$ cat src/rtl/core/tcst_pkg.sv
// Shared constants, types and interface structs of the touch contact slot tracker.
package tcst_pkg;

    localparam int SLOT_COUNT = 10;
    localparam int SLOT_W     = (SLOT_COUNT > 1) ? $clog2(SLOT_COUNT) : 1;
    localparam int OUT_SLOT_W = 4;
    localparam int ID_BITS    = 16;
    localparam int COORD_BITS = 12;
    localparam int POS_W      = 16;
    localparam int DIM_W      = 13;
    localparam int OP_W       = 3;
    localparam int PROD_W     = POS_W + DIM_W;
    localparam int DIFF_W     = POS_W + 2;
    localparam int DIV_CNT_W  = $clog2(PROD_W);
    localparam int APB_ADDR_W = 5;
    localparam int APB_DATA_W = 32;
    localparam int REG_IDX_W  = 3;

    localparam logic [REG_IDX_W-1:0] REG_ROTATION     = REG_IDX_W'(0);
    localparam logic [REG_IDX_W-1:0] REG_PANEL_WIDTH  = REG_IDX_W'(1);
    localparam logic [REG_IDX_W-1:0] REG_PANEL_HEIGHT = REG_IDX_W'(2);
    localparam logic [REG_IDX_W-1:0] REG_UI_WIDTH     = REG_IDX_W'(3);
    localparam logic [REG_IDX_W-1:0] REG_UI_HEIGHT    = REG_IDX_W'(4);

    localparam logic [1:0]       ROT_RESET   = 2'd0;
    localparam logic [DIM_W-1:0] PANEL_W_RST = DIM_W'(1280);
    localparam logic [DIM_W-1:0] PANEL_H_RST = DIM_W'(800);
    localparam logic [DIM_W-1:0] UI_W_RST    = DIM_W'(1280);
    localparam logic [DIM_W-1:0] UI_H_RST    = DIM_W'(800);

    localparam logic [1:0] ROT_0   = 2'd0;
    localparam logic [1:0] ROT_90  = 2'd1;
    localparam logic [1:0] ROT_180 = 2'd2;
    localparam logic [1:0] ROT_270 = 2'd3;

    localparam logic [COORD_BITS-1:0] COORD_MAX = '1;

    typedef enum logic [OP_W-1:0] {
        OP_FINGER_DOWN = 3'd0,
        OP_FINGER_UP   = 3'd1,
        OP_FINGER_MOVE = 3'd2,
        OP_MOUSE_DOWN  = 3'd3,
        OP_MOUSE_UP    = 3'd4,
        OP_MOUSE_MOVE  = 3'd5
    } t_op;

    typedef struct packed {
        logic [1:0]       rotation;
        logic [DIM_W-1:0] panel_width;
        logic [DIM_W-1:0] panel_height;
        logic [DIM_W-1:0] ui_width;
        logic [DIM_W-1:0] ui_height;
    } t_cfg;

    typedef struct packed {
        logic load;
        logic look;
        logic rot;
        logic mul;
        logic emit;
    } t_dp_cmd;

    typedef struct packed {
        logic report;
        logic div_done;
    } t_dp_status;

endpackage

$ cat src/rtl/core/touch_contact_slot_tracker.sv
// Top level of the touch contact slot tracker.
//
// The tracker takes touch and mouse pointer events one at a time and keeps a
// table of ten contact slots, each with an active mark, a finger id and a
// pressed mark. An event is taken at a rising clock edge where start is high
// and busy is low. An event that produces no report (an unknown finger on up
// or move, a mouse button other than left, mouse motion while slot 0 is not
// pressed, or an undefined operation) keeps busy high only for the lookup,
// and no new event is taken until busy falls. An event that produces a report
// keeps busy high through the slot lookup and table update, the rotation, the
// scaling multiply and the two serial dividers that divide by the panel size at
// one quotient bit per cycle. The report then appears on the result ports,
// marked by o_valid, which is high for exactly one cycle, and a new event may
// already be started in that same cycle. The receiver cannot hold a report off,
// so it must take every transfer in the cycle in which o_valid is high.
// Configuration goes through the APB-style port, one register per word at byte
// addresses 0, 4, 8, 12 and 16; it should be changed only while the tracker is
// idle, because a report in progress reads the live settings.
module touch_contact_slot_tracker import tcst_pkg::*; (
    input  logic                  i_clk,
    input  logic                  i_rst_n,

    // Event channel.
    input  logic                  start,
    output logic                  busy,
    input  logic [OP_W-1:0]       i_operation,
    input  logic [ID_BITS-1:0]    i_finger_id,
    input  logic [POS_W-1:0]      i_pos_x,
    input  logic [POS_W-1:0]      i_pos_y,
    input  logic                  i_left_button,

    // Report channel.
    output logic                  o_valid,
    output logic [OUT_SLOT_W-1:0] o_slot_index,
    output logic                  o_is_pressed,
    output logic [COORD_BITS-1:0] o_ui_x,
    output logic [COORD_BITS-1:0] o_ui_y,

    // Configuration port.
    input  logic                  psel,
    input  logic                  penable,
    input  logic                  pwrite,
    input  logic [APB_ADDR_W-1:0] paddr,
    input  logic [APB_DATA_W-1:0] pwdata,
    output logic [APB_DATA_W-1:0] prdata,
    output logic                  pready
);

    t_cfg       cfg;
    t_dp_cmd    dp_cmd;
    t_dp_status dp_status;
    logic       ctrl_busy;

    // Register file: rotation, panel size and UI size.
    tcst_regs u_regs (
        .i_clk   (i_clk),
        .i_rst_n (i_rst_n),
        .psel    (psel),
        .penable (penable),
        .pwrite  (pwrite),
        .paddr   (paddr),
        .pwdata  (pwdata),
        .prdata  (prdata),
        .pready  (pready),
        .o_cfg   (cfg)
    );

    // The controller is ready exactly when its state machine is idle; the
    // start qualification happens inside it, so a start while busy is ignored.
    tcst_ctrl u_ctrl (
        .i_clk    (i_clk),
        .i_rst_n  (i_rst_n),
        .i_start  (start),
        .i_status (dp_status),
        .o_cmd    (dp_cmd),
        .o_busy   (ctrl_busy),
        .o_valid  (o_valid)
    );

    // The datapath owns the slot table and the coordinate conversion, and
    // holds the report fields stable from the strobe until the next report.
    tcst_datapath u_dp (
        .i_clk         (i_clk),
        .i_rst_n       (i_rst_n),
        .i_cfg         (cfg),
        .i_cmd         (dp_cmd),
        .o_status      (dp_status),
        .i_operation   (i_operation),
        .i_finger_id   (i_finger_id),
        .i_pos_x       (i_pos_x),
        .i_pos_y       (i_pos_y),
        .i_left_button (i_left_button),
        .o_slot_index  (o_slot_index),
        .o_is_pressed  (o_is_pressed),
        .o_ui_x        (o_ui_x),
        .o_ui_y        (o_ui_y)
    );

    assign busy = ctrl_busy;

endmodule

$ cat src/rtl/core/tcst_regs.sv
// Configuration register file behind the APB-style port.
module tcst_regs import tcst_pkg::*; (
    input  logic                  i_clk,
    input  logic                  i_rst_n,
    input  logic                  psel,
    input  logic                  penable,
    input  logic                  pwrite,
    input  logic [APB_ADDR_W-1:0] paddr,
    input  logic [APB_DATA_W-1:0] pwdata,
    output logic [APB_DATA_W-1:0] prdata,
    output logic                  pready,
    output t_cfg                  o_cfg
);

    t_cfg                 r_cfg;
    logic                 wr_en;
    logic [REG_IDX_W-1:0] reg_idx;

    assign pready  = 1'b1;
    assign wr_en   = psel && penable && pwrite;
    assign reg_idx = paddr[APB_ADDR_W-1:2];
    assign o_cfg   = r_cfg;

    always_ff @(posedge i_clk) begin
        if (!i_rst_n) begin
            r_cfg.rotation     <= ROT_RESET;
            r_cfg.panel_width  <= PANEL_W_RST;
            r_cfg.panel_height <= PANEL_H_RST;
            r_cfg.ui_width     <= UI_W_RST;
            r_cfg.ui_height    <= UI_H_RST;
        end else if (wr_en) begin
            case (reg_idx)
                REG_ROTATION:     r_cfg.rotation     <= pwdata[1:0];
                REG_PANEL_WIDTH:  r_cfg.panel_width  <= pwdata[DIM_W-1:0];
                REG_PANEL_HEIGHT: r_cfg.panel_height <= pwdata[DIM_W-1:0];
                REG_UI_WIDTH:     r_cfg.ui_width     <= pwdata[DIM_W-1:0];
                REG_UI_HEIGHT:    r_cfg.ui_height    <= pwdata[DIM_W-1:0];
                default: ;
            endcase
        end
    end

    always_comb begin
        case (reg_idx)
            REG_ROTATION:     prdata = APB_DATA_W'(r_cfg.rotation);
            REG_PANEL_WIDTH:  prdata = APB_DATA_W'(r_cfg.panel_width);
            REG_PANEL_HEIGHT: prdata = APB_DATA_W'(r_cfg.panel_height);
            REG_UI_WIDTH:     prdata = APB_DATA_W'(r_cfg.ui_width);
            REG_UI_HEIGHT:    prdata = APB_DATA_W'(r_cfg.ui_height);
            default:          prdata = '0;
        endcase
    end

endmodule

$ cat src/rtl/core/tcst_div.sv
// Restoring serial divider, one quotient bit per clock cycle.
module tcst_div import tcst_pkg::*; (
    input  logic              i_clk,
    input  logic              i_rst_n,
    input  logic              i_start,
    input  logic [PROD_W-1:0] i_dividend,
    input  logic [DIM_W-1:0]  i_divisor,
    output logic              o_done,
    output logic [PROD_W-1:0] o_quotient
);

    logic                 r_run;
    logic                 r_done;
    logic [DIV_CNT_W-1:0] r_cnt;
    logic [DIM_W-1:0]     r_div;
    logic [DIM_W-1:0]     r_rem;
    logic [PROD_W-1:0]    r_quo;
    logic [DIM_W:0]       shifted;
    logic [DIM_W:0]       diff;
    logic                 fits;

    assign shifted    = {r_rem, r_quo[PROD_W-1]};
    assign diff       = shifted - {1'b0, r_div};
    assign fits       = shifted >= {1'b0, r_div};
    assign o_done     = r_done;
    assign o_quotient = r_quo;

    always_ff @(posedge i_clk) begin
        if (!i_rst_n) begin
            r_run  <= 1'b0;
            r_done <= 1'b0;
            r_cnt  <= '0;
        end else begin
            r_done <= 1'b0;
            if (i_start) begin
                r_run <= 1'b1;
                r_cnt <= DIV_CNT_W'(PROD_W - 1);
            end else if (r_run) begin
                r_cnt <= r_cnt - 1'b1;
                if (r_cnt == '0) begin
                    r_run  <= 1'b0;
                    r_done <= 1'b1;
                end
            end
        end
    end

    always_ff @(posedge i_clk) begin
        if (i_start) begin
            r_div <= i_divisor;
            r_rem <= '0;
            r_quo <= i_dividend;
        end else if (r_run) begin
            r_rem <= fits ? diff[DIM_W-1:0] : shifted[DIM_W-1:0];
            r_quo <= {r_quo[PROD_W-2:0], fits};
        end
    end

endmodule

$ cat src/rtl/core/tcst_datapath.sv
// Slot table, position conversion and output registers of the tracker.
module tcst_datapath import tcst_pkg::*; (
    input  logic                  i_clk,
    input  logic                  i_rst_n,
    input  t_cfg                  i_cfg,
    input  t_dp_cmd               i_cmd,
    output t_dp_status            o_status,
    input  logic [OP_W-1:0]       i_operation,
    input  logic [ID_BITS-1:0]    i_finger_id,
    input  logic [POS_W-1:0]      i_pos_x,
    input  logic [POS_W-1:0]      i_pos_y,
    input  logic                  i_left_button,
    output logic [OUT_SLOT_W-1:0] o_slot_index,
    output logic                  o_is_pressed,
    output logic [COORD_BITS-1:0] o_ui_x,
    output logic [COORD_BITS-1:0] o_ui_y
);

    // Latched item.
    t_op                r_op;
    logic [ID_BITS-1:0] r_id;
    logic [POS_W-1:0]   r_px;
    logic [POS_W-1:0]   r_py;
    logic               r_left;

    // Slot table.
    logic               r_active  [SLOT_COUNT];
    logic [ID_BITS-1:0] r_cid     [SLOT_COUNT];
    logic               r_pressed [SLOT_COUNT];
    logic               r_mouse;

    // Report in flight.
    logic [SLOT_W-1:0]  r_slot;
    logic               r_rep_pressed;
    logic [POS_W-1:0]   r_raw_x;
    logic [POS_W-1:0]   r_raw_y;
    logic [POS_W-1:0]   r_rx;
    logic [POS_W-1:0]   r_ry;
    logic               r_swap;

    // Output registers.
    logic [SLOT_W-1:0]     r_out_slot;
    logic                  r_out_pressed;
    logic [COORD_BITS-1:0] r_ui_x;
    logic [COORD_BITS-1:0] r_ui_y;

    logic                  found;
    logic                  any_free;
    logic [SLOT_W-1:0]     hit_slot;
    logic [SLOT_W-1:0]     free_slot;
    logic                  is_mouse;
    logic [PROD_W-1:0]     touch_x;
    logic [PROD_W-1:0]     touch_y;
    logic [DIM_W-1:0]      pw_nz;
    logic [DIM_W-1:0]      ph_nz;
    logic [POS_W-1:0]      flip_x;
    logic [POS_W-1:0]      flip_y;
    logic [PROD_W-1:0]     num_x;
    logic [PROD_W-1:0]     num_y;
    logic [DIM_W-1:0]      den_x;
    logic [DIM_W-1:0]      den_y;
    logic                  done_x;
    logic                  done_y;
    logic [PROD_W-1:0]     quo_x;
    logic [PROD_W-1:0]     quo_y;
    logic [COORD_BITS-1:0] hi_x;
    logic [COORD_BITS-1:0] hi_y;

    // Positive part of (dim - 1) - raw, zero when the difference is not positive.
    function automatic logic [POS_W-1:0] flip_pos(input logic [DIM_W-1:0] dim,
                                                  input logic [POS_W-1:0] raw);
        logic signed [DIFF_W-1:0] d;
        d = $signed({{(DIFF_W-DIM_W){1'b0}}, dim - 1'b1})
            - $signed({{(DIFF_W-POS_W){1'b0}}, raw});
        return (d > 0) ? d[POS_W-1:0] : '0;
    endfunction

    function automatic logic [COORD_BITS-1:0] clamp_hi(input logic [DIM_W-1:0] ui);
        logic [DIM_W-1:0] m;
        m = ui - 1'b1;
        return (m > DIM_W'(COORD_MAX)) ? COORD_MAX : m[COORD_BITS-1:0];
    endfunction

    always_comb begin
        found     = 1'b0;
        any_free  = 1'b0;
        hit_slot  = '0;
        free_slot = '0;
        for (int i = SLOT_COUNT - 1; i >= 0; i--) begin
            if (r_active[i] && (r_cid[i] == r_id) && !(i == 0 && r_mouse)) begin
                found    = 1'b1;
                hit_slot = SLOT_W'(i);
            end
            if (!r_active[i]) begin
                any_free  = 1'b1;
                free_slot = SLOT_W'(i);
            end
        end
    end

    always_comb begin
        o_status.div_done = done_x;
        case (r_op)
            OP_FINGER_DOWN: o_status.report = 1'b1;
            OP_FINGER_UP:   o_status.report = found;
            OP_FINGER_MOVE: o_status.report = found;
            OP_MOUSE_DOWN:  o_status.report = r_left;
            OP_MOUSE_UP:    o_status.report = r_left;
            OP_MOUSE_MOVE:  o_status.report = r_pressed[0];
            default:        o_status.report = 1'b0;
        endcase
    end

    assign is_mouse = (r_op == OP_MOUSE_DOWN) || (r_op == OP_MOUSE_UP)
                      || (r_op == OP_MOUSE_MOVE);
    assign touch_x  = r_px * i_cfg.panel_width;
    assign touch_y  = r_py * i_cfg.panel_height;

    always_ff @(posedge i_clk) begin
        if (i_cmd.load) begin
            r_op   <= t_op'(i_operation);
            r_id   <= i_finger_id;
            r_px   <= i_pos_x;
            r_py   <= i_pos_y;
            r_left <= i_left_button;
        end
    end

    always_ff @(posedge i_clk) begin
        if (!i_rst_n) begin
            for (int i = 0; i < SLOT_COUNT; i++) begin
                r_active[i]  <= 1'b0;
                r_cid[i]     <= '0;
                r_pressed[i] <= 1'b0;
            end
            r_mouse <= 1'b0;
        end else if (i_cmd.look) begin
            case (r_op)
                OP_FINGER_DOWN: begin
                    if (found) begin
                        r_pressed[hit_slot] <= 1'b1;
                    end else if (any_free) begin
                        r_active[free_slot]  <= 1'b1;
                        r_cid[free_slot]     <= r_id;
                        r_pressed[free_slot] <= 1'b1;
                        if (free_slot == '0) begin
                            r_mouse <= 1'b0;
                        end
                    end else begin
                        r_pressed[0] <= 1'b1;
                    end
                end
                OP_FINGER_UP: begin
                    if (found) begin
                        r_pressed[hit_slot] <= 1'b0;
                        r_active[hit_slot]  <= 1'b0;
                        r_cid[hit_slot]     <= '0;
                    end
                end
                OP_MOUSE_DOWN: begin
                    if (r_left) begin
                        r_active[0]  <= 1'b1;
                        r_cid[0]     <= '0;
                        r_pressed[0] <= 1'b1;
                        r_mouse      <= 1'b1;
                    end
                end
                OP_MOUSE_UP: begin
                    if (r_left) begin
                        r_active[0]  <= 1'b0;
                        r_cid[0]     <= '0;
                        r_pressed[0] <= 1'b0;
                        r_mouse      <= 1'b0;
                    end
                end
                default: ;
            endcase
        end
    end

    // Slot and pressed mark of the report, and the raw panel position.
    always_ff @(posedge i_clk) begin
        if (i_cmd.look) begin
            case (r_op)
                OP_FINGER_DOWN: begin
                    r_slot        <= found ? hit_slot : (any_free ? free_slot : '0);
                    r_rep_pressed <= 1'b1;
                end
                OP_FINGER_UP: begin
                    r_slot        <= hit_slot;
                    r_rep_pressed <= 1'b0;
                end
                OP_FINGER_MOVE: begin
                    r_slot        <= hit_slot;
                    r_rep_pressed <= r_pressed[hit_slot];
                end
                OP_MOUSE_UP: begin
                    r_slot        <= '0;
                    r_rep_pressed <= 1'b0;
                end
                default: begin
                    r_slot        <= '0;
                    r_rep_pressed <= 1'b1;
                end
            endcase
            r_raw_x <= is_mouse ? r_px : POS_W'(touch_x[PROD_W-1:POS_W]);
            r_raw_y <= is_mouse ? r_py : POS_W'(touch_y[PROD_W-1:POS_W]);
        end
    end

    assign pw_nz  = (i_cfg.panel_width == '0) ? DIM_W'(1) : i_cfg.panel_width;
    assign ph_nz  = (i_cfg.panel_height == '0) ? DIM_W'(1) : i_cfg.panel_height;
    assign flip_x = flip_pos(pw_nz, r_raw_x);
    assign flip_y = flip_pos(ph_nz, r_raw_y);

    always_ff @(posedge i_clk) begin
        if (i_cmd.rot) begin
            case (i_cfg.rotation)
                ROT_90: begin
                    r_rx <= r_raw_y;
                    r_ry <= flip_x;
                end
                ROT_180: begin
                    r_rx <= flip_x;
                    r_ry <= flip_y;
                end
                ROT_270: begin
                    r_rx <= flip_y;
                    r_ry <= r_raw_x;
                end
                default: begin
                    r_rx <= r_raw_x;
                    r_ry <= r_raw_y;
                end
            endcase
            r_swap <= i_cfg.rotation[0];
        end
    end

    assign num_x = r_rx * i_cfg.ui_width;
    assign num_y = r_ry * i_cfg.ui_height;
    assign den_x = r_swap ? ph_nz : pw_nz;
    assign den_y = r_swap ? pw_nz : ph_nz;

    tcst_div u_div_x (
        .i_clk      (i_clk),
        .i_rst_n    (i_rst_n),
        .i_start    (i_cmd.mul),
        .i_dividend (num_x),
        .i_divisor  (den_x),
        .o_done     (done_x),
        .o_quotient (quo_x)
    );

    tcst_div u_div_y (
        .i_clk      (i_clk),
        .i_rst_n    (i_rst_n),
        .i_start    (i_cmd.mul),
        .i_dividend (num_y),
        .i_divisor  (den_y),
        .o_done     (done_y),
        .o_quotient (quo_y)
    );

    assign hi_x = clamp_hi(i_cfg.ui_width);
    assign hi_y = clamp_hi(i_cfg.ui_height);

    // Both dividers start together and run the same length, so done_y mirrors done_x.
    always_ff @(posedge i_clk) begin
        if (i_cmd.emit && done_y) begin
            r_out_slot    <= r_slot;
            r_out_pressed <= r_rep_pressed;
            r_ui_x <= (quo_x > PROD_W'(hi_x)) ? hi_x : quo_x[COORD_BITS-1:0];
            r_ui_y <= (quo_y > PROD_W'(hi_y)) ? hi_y : quo_y[COORD_BITS-1:0];
        end
    end

    assign o_slot_index = OUT_SLOT_W'(r_out_slot);
    assign o_is_pressed = r_out_pressed;
    assign o_ui_x       = r_ui_x;
    assign o_ui_y       = r_ui_y;

endmodule

$ cat src/rtl/core/tcst_ctrl.sv
// Sequencing state machine of the tracker.
module tcst_ctrl import tcst_pkg::*; (
    input  logic       i_clk,
    input  logic       i_rst_n,
    input  logic       i_start,
    input  t_dp_status i_status,
    output t_dp_cmd    o_cmd,
    output logic       o_busy,
    output logic       o_valid
);

    typedef enum logic [2:0] {
        S_IDLE,
        S_LOOK,
        S_ROT,
        S_MUL,
        S_DIV
    } t_state;

    t_state r_state;
    t_state n_state;
    logic   r_valid;
    logic   n_valid;

    always_comb begin
        n_state = r_state;
        n_valid = 1'b0;
        o_cmd   = '0;
        case (r_state)
            S_IDLE: begin
                if (i_start) begin
                    o_cmd.load = 1'b1;
                    n_state    = S_LOOK;
                end
            end
            S_LOOK: begin
                o_cmd.look = 1'b1;
                n_state    = i_status.report ? S_ROT : S_IDLE;
            end
            S_ROT: begin
                o_cmd.rot = 1'b1;
                n_state   = S_MUL;
            end
            S_MUL: begin
                o_cmd.mul = 1'b1;
                n_state   = S_DIV;
            end
            S_DIV: begin
                if (i_status.div_done) begin
                    o_cmd.emit = 1'b1;
                    n_valid    = 1'b1;
                    n_state    = S_IDLE;
                end
            end
            default: n_state = S_IDLE;
        endcase
    end

    always_ff @(posedge i_clk) begin
        if (!i_rst_n) begin
            r_state <= S_IDLE;
            r_valid <= 1'b0;
        end else begin
            r_state <= n_state;
            r_valid <= n_valid;
        end
    end

    assign o_busy  = (r_state != S_IDLE);
    assign o_valid = r_valid;

endmodule

$ cat config.mk
export PLATFORM = sky130hd
export DESIGN_NAME = touch_contact_slot_tracker
export DESIGN_NICKNAME = d
export VERILOG_FILES = /design/src/rtl/core/tcst_pkg.sv /design/src/rtl/core/touch_contact_slot_tracker.sv /design/src/rtl/core/tcst_regs.sv /design/src/rtl/core/tcst_div.sv /design/src/rtl/core/tcst_datapath.sv /design/src/rtl/core/tcst_ctrl.sv
export SDC_FILE = /design/constraint.sdc
export NUM_CORES = 2
export LEC_CHECK = 0
export ABC_AREA = 0
export BUFFER_PORTS_ARGS = -buffer_cell sky130_fd_sc_hd__buf_2
export CORE_MARGIN = 2
export CORE_UTILIZATION = 46
export CTS_CLUSTER_DIAMETER = 50
export DETAILED_ROUTE_END_ITERATION = 7
export REMOVE_ABC_BUFFERS = 1
export SETUP_SLACK_MARGIN = 0.2
export SLEW_MARGIN = 20
export SYNTH_ARGS = -nofsm -noshare
export SYNTH_HDL_FRONTEND = slang
export SYNTH_SLANG_ARGS = --single-unit
$ cat constraint.sdc
create_clock -name i_clk -period 8.1 [get_ports i_clk]
set_input_delay 0.81 -clock i_clk [delete_from_list [all_inputs] [get_ports i_clk]]
set_output_delay 0.81 -clock i_clk [all_outputs]
set_load 0.01 [all_outputs]
* Yosys cells after proc, flatten, opt, wreduce, memory -nomap -nowiden
Memories as Yosys holds them, arrays and structs flattened.
Index checks and enable logic that the tools add are counted.
** Storage, ports and cells
- Flip-flop bits (word level) :: 334
- Bits in latches :: 0
- Memory bits (writable) :: 180
- Bits in read-only memories :: 0
- Bits of input ports :: 95
- Output and inout port bits :: 64
- Word-level logic and storage cells :: 309
- Memories :: 3
** Cells by class
- Add/sub/neg operators :: 10
- Multiply operators :: 4
- Div/mod/pow operators :: 0
- Magnitude comparators :: 8
- Eq/ne operators :: 33
- Shift operators :: 0
- Multiplexer cells :: 152
- Bitwise logic cells :: 11
- Reduce and logical (&&, ||, !) cells :: 48
** Memory list
- u_dp.r_cid :: depth 10, width 16, rd ports 10, clocked after Yosys merged registers in 0, wr ports 10, RTL line tcst_datapath.sv:28 : logic [ID_BITS-1:0] r_cid [SLOT_COUNT];
- u_dp.r_active :: depth 10, width 1, rd ports 10, clocked after Yosys merged registers in 0, wr ports 10, RTL line tcst_datapath.sv:27 : logic r_active [SLOT_COUNT];
- u_dp.r_pressed :: depth 10, width 1, rd ports 2, clocked after Yosys merged registers in 0, wr ports 10, RTL line tcst_datapath.sv:29 : logic r_pressed [SLOT_COUNT];
** Operators with widths (count)
- == test 16 bit :: 10
- multiplier 16 x 13 -> 29 bit :: 4
- 2-to-1 mux 29 bit :: 4
- 2-to-1 mux 4 bit :: 28
- 2-to-1 mux 13 bit :: 8
- 2-to-1 mux 16 bit :: 6
- one-hot mux 16 bit (3 select lines) :: 2
- 2-to-1 mux 1 bit :: 87
- one-hot mux 13 bit (5 select lines) :: 1
- greater-than comparator 29 x 12 -> 1 bit :: 2
- subtractor 13 x 1 -> 13 bit, second input constant :: 4
- 2-to-1 mux 12 bit :: 4
- greater-than comparator 17 x 1 -> 1 bit, second input constant :: 2
- subtractor 13 x 16 -> 17 bit :: 2
- OR reduction 16 bit :: 2
- >= comparator 14 x 13 -> 1 bit :: 2
- greater-than comparator 13 x 12 -> 1 bit, second input constant :: 2
- zero test 13 bit :: 2
- subtractor 13 bit :: 2
- 2-to-1 mux 5 bit :: 4
- == test 3 x 2 -> 1 bit, second input constant :: 6
- one-hot mux 3 bit (5 select lines) :: 1
- logical AND 1 bit :: 14
- == test 3 bit, second input constant :: 4
- other kinds (26) :: 63

* Logic depth before layout (Yosys ltp)
An unclocked memory read counts as a cell.
- Depth after elaboration :: 23
- Depth in mapped cells :: 24
- Gate-level depth less buffers :: 22

* Hierarchy
Synthesis repeated with hierarchy kept, for this count alone.
** Second synthesis, totals
- Cells, all modules :: 5642
- Area total of the unflattened synthesis :: 54492.3 µm²
** By module, submodules not included
- tcst_datapath :: times used 1, cells each 4799, area an instance 45229.6 µm², seq. area each 9779.4 µm²
- tcst_div (u_dp.u_div_y) :: times used 1, cells each 278, area an instance 3244.4 µm², seq. area each 1661.6 µm²
- tcst_div (u_dp.u_div_x) :: times used 1, cells each 259, area an instance 3138.0 µm², seq. area each 1661.6 µm²
- tcst_regs :: times used 1, cells each 284, area an instance 2673.8 µm², seq. area each 1081.0 µm²
- tcst_ctrl :: times used 1, cells each 22, area an instance 206.4 µm², seq. area each 80.1 µm²

* Worst setup path before layout
Ideal clock, no wire load.
- Kind :: reg2reg
- From :: register u_regs.r_cfg (netlist bit u_regs.o_cfg[27])
- To :: register u_dp.r_raw_y[12] (data pin)
- Library setup time :: 266 ps
- Data arrival time :: 5990 ps
- Required time :: 7834 ps
- Path slack :: 1843 ps
- Stages on the path, launching flop included :: 23
- Buffers on the path :: 2
- Period minus slack after synthesis :: 6257 ps
- Cells stage by stage :: dfxtp_1 -> clkbuf_1 -> buf_1 -> nand2_1 -> fa_1 -> inv_1 -> fa_1 -> inv_1 -> fa_1 -> inv_1 -> fa_1 -> fa_1 -> ha_1 -> a21o_1 -> a211o_1 -> a211oi_1 -> o31a_1 -> o21ai_0 -> a41o_1 -> o41ai_1 -> o21ai_0 -> xnor2_1 -> o21ai_0
** On the way
- Cells in the longest elaborated chain, start to end :: 2
** Ends and longest elaborated chain
- start: declaration :: RTL line tcst_regs.sv:15 : t_cfg r_cfg;
- multiplier 16 x 13 -> 29 bit :: RTL line tcst_datapath.sv:117 : assign touch_y = r_py * i_cfg.panel_height;
- 2-to-1 mux 13 bit :: RTL line tcst_datapath.sv:207 : r_raw_y <= is_mouse ? r_py : POS_W'(touch_y[PROD_W-1:POS_W]);
- end signal: assignment :: RTL line tcst_datapath.sv:207
- end: declaration :: RTL line tcst_datapath.sv:36 : logic [POS_W-1:0] r_raw_y;
No other way between the ends.
A chain may end at the register's enable or synchronous reset.

* Final worst setup path
- From :: register u_regs.r_cfg (netlist bit u_regs.o_cfg[14])
- To :: register u_dp.u_div_x.r_quo[27], in the netlist u_dp.u_div_x.o_quotient[27] (data pin)
** On the way
- Cells in the longest elaborated chain, start to end :: 2
** Ends and longest elaborated chain
- multiplier 16 x 13 -> 29 bit :: RTL line tcst_datapath.sv:240 : assign num_x = r_rx * i_cfg.ui_width;
- 2-to-1 mux 29 bit :: RTL line tcst_div.sv:49 : if (i_start) begin
- end signal: assignment :: RTL line tcst_div.sv:52 : r_quo <= i_dividend;
- end signal: assignment :: RTL line tcst_div.sv:55 : r_quo <= {r_quo[PROD_W-2:0], fits};
- end: declaration :: RTL line tcst_div.sv:17 : logic [PROD_W-1:0] r_quo;
No other way between the ends.

==> flow_summary.yaml <==
outcome:
  status: "complete, no violations"
synthesis:
  synth-seq-cells: 516
  synth_edf_count: 399
  synth_area_mm2: 0.05360
  synth_flop_cell: "edfxtp_1"
  syn_inst: 5752
  avgSynthCellArea_um2: 9.318
  yosys_warnings: 0
  ys_seq_area_share_pct: 26.72
  synthArstFlopShare_pct: 0
  netlist-cell-type-count: 88
clocking:
  cts_hold_buffers: 0
  cts_buffers: 77
  clockRootBuffer: "clkbuf_16"
  clk_pin_slew_ns: 0.06
  cts_num_sinks: 516
  clockBufferDepth: 3
  cts_max_level: 3
  clk_latency_ns: 0.68
  post-cts-setup-buffers: 0
  tritoncts: "done"
  post_cts_resized: 0
timing:
  setup_violations: 0
  hold_violations: 0
  worst_slew_pin_slew_ns: 1.150
  skew_ns: 0.04479
  setup-tns-final_ns: 0
  maxSlewHeadroom_pct: 23.21
  maxSlewViolCount: 0
  min_period_ns: 6.996
  rsz0062_at_grt: "no"
  setup_ws_ns: 1.104
  min_period_over_period_pct: 86.37
  max_freq_mhz: 142.9
worst_setup_path:
  r2r_start: "u_regs.o_cfg[14]"
  critPathArrivalTime_ns: 7.34
  critPathSlowestCell: "dfxtp_1"
  crit_top_cell: "fa_1"
  cp.required_ns: 8.45
  cp-start-kind: "flop"
  max_stage_delay_ns: 0.98
  ff2ff_path_depth: 19
  cp.depth: 19
  critPathTopFamily: "adder cells"
  cp_num_buf_inv: 4
  worst_r2r_endpoint: "u_dp.u_div_x.o_quotient[27]"
  path_max_fanout: 21
  rrSetupSlack_ns: 1.10
  crit_path_cell_trace: "nand2_1, fa_1, inv_1, fa_1, inv_1, fa_1, inv_1, fa_1, fa_1, ha_1, a2111oi_0, o21ai_0, a221oi_1, buf_4, o31ai_1, or4_1, a31oi_1, xor2_1, o21ai_0"
  end_kind: "flop"
  worstSetupPathType: "reg2reg"
die:
  start_util_pct: 46.25
  dieHeight_um: 345.4
  coreArea_mm2: 0.1159
  dieArea_mm2: 0.1193
  io_pins: 159
  die_w_um: 345.4
  rows: 125
cells_and_area:
  fin_nets: 6806
  drive_gt1_share_pct: 6.710
  area_delta_synth_final_pct: 8.292
detailed_routing:
  drt_iter0_markers: 3040
  ant_nets: 0
  via_per_inst: 5.430
  drt_pass1_iterations: 5
  drt-total-wl_um: 141000
  drcViolationCount: 0
  wl_per_cell_um: 19.29
  vias: 39695
grt:
  antenna_found_initial: 6
  globalRouteTotalUtil_pct: 24.09
  grt_pass1_wl_um: 227100
  grt_pass1_vias: 40581
  grt-ovfl-total: 0
  grt_max_degree: 81
power:
  cellPowerDensity_mw_per_mm2: 153.9
  ir_drop_mv: 0.1558
  p_leak_uw: 0.02555
worst_hold_path:
  min_path_cells: 1
  hold-path-endpoint: "u_dp.r_left"
  hold_start: "i_left_button"
  hold_class: "in2reg"
place:
  pre_cts_ws_ns: 1.177
  io_buffers: 117
  place_congestion: 0.9150
  dpl.hpwl_um: 104100
job:
  max_cap_violations: 0
==> cell type report <==
| cell class | instances | area, um^2 |
|---|---|---|
| Fill cell | 10854 | 57850 |
| Antenna cell | 4 | 10.01 |
| Inverter | 853 | 3202 |
| Sequential cell | 516 | 14330 |
| Timing Repair Buffer | 180 | 1066 |
| Tap cell | 1524 | 1907 |
| Multi-Input combinational cell | 4091 | 34900 |
| Clock buffer | 95 | 2067 |
| Clock inverter | 47 | 563.0 |
==> per-stage QoR <==
step	utilization (%)	instances	total power [uW]	cell area, um^2	hold WS, ns
detailed placement	47.78	7163	5579	55370	0.4089
finish	50.08	7310	8930	58040	0.3009
floorplan	-	5460	4954	52350	0.4003
CTS	50.05	7305	9001	58000	0.2664
global placement	47.78	7163	5547	55370	0.4052
global route	50.08	7306	9463	58030	0.2744
==> cells by family (layout without fill, tap and decap cells) <==
family / after synthesis / after routing / share of synthesized area [%]
buf+inv: 1165 / 1175 / 8.441
compound gates: 690 / 690 / 8.280
flops: 516 / 516 / 26.72
fa+ha+maj: 992 / 992 / 31.81
other cells: 2 / 26 / 0.01401
xor+xnor: 314 / 314 / 5.131
mux: 97 / 97 / 1.877
simple gates: 1976 / 1976 / 17.72
==> how the worst max path moves through the flow <==
stage                startpoint                           to  slack [ns]
3_5_place_dp   u_regs.o_cfg[27]             u_dp.r_raw_y[12]        1.18
2_1_floorplan  u_regs.o_cfg[28]             u_dp.r_raw_y[12]        1.94
4_1_cts        u_regs.o_cfg[27]             u_dp.r_raw_y[12]        1.14
5_1_grt        u_regs.o_cfg[16]  u_dp.u_div_x.o_quotient[27]        0.77
6_report       u_regs.o_cfg[14]  u_dp.u_div_x.o_quotient[27]        1.10
3_3_place_gp   u_regs.o_cfg[14]  u_dp.u_div_x.o_quotient[27]        1.20
==> cells in the mapped netlist, types with 69 or more instances <==
cell type / instances / area share [%]
nand3_1: 73 / 0.68
xor2_1: 121 / 2.0
edfxtp_1: 399 / 22
fa_1: 618 / 23
dfxtp_1: 117 / 4.4
inv_1: 853 / 6.0
a21oi_1: 143 / 1.3
xnor2_1: 193 / 3.2
nor2_1: 293 / 2.1
and2_1: 351 / 4.1
o21ai_0: 191 / 1.8
nand2_1: 858 / 6.0
clkbuf_1: 243 / 1.7
mux2i_1: 69 / 1.3
ha_1: 374 / 8.7
==> power breakdown <==
group | switching [uW] | internal, uW | total [uW]
logic | 1310 | 981 | 2290
registers | 221 | 3020 | 3240
clock network | 1370 | 2020 | 3390
==> registers in the layout (all words and copies together) (netlist names), 29 cells and up <==
register and flops:
u_dp.r_cid 160, u_regs.o_cfg 54, u_dp.u_div_x.o_quotient 29, u_dp.u_div_y.o_quotient 29
==> cell usage in the layout, fill, tap and decap left out, types with 25 or more instances in the layout <==
cell type	count
mux2i_1	69
edfxtp_1	399
xnor2_1	193
buf_4	62
buf_2	117
nand2_1	858
a21boi_0	51
or3_1	30
nor2b_1	36
o211ai_1	25
nand2b_1	41
ha_1	374
xor2_1	121
nand3_1	73
clkbuf_16	79
nor2_1	291
nor4_1	43
o21ai_0	190
dfxtp_1	115
nor3_1	60
inv_1	852
fa_1	618
mux2_2	28
nand4_1	59
a21o_1	47
a21oi_1	141
o21a_1	31
and2_1	351
==> per-layer routing <==
metal  share of wire [%]  global-route usage [%]  up-vias
met1                  46                   34.30    19899
met5               0.026                       0        -
li1                    -                       -    18507
met2                  45                   38.49     1083
met3                 6.6                   3.711      200
met4                 2.3                   6.051        6
(Power assumes the default switching activity.)
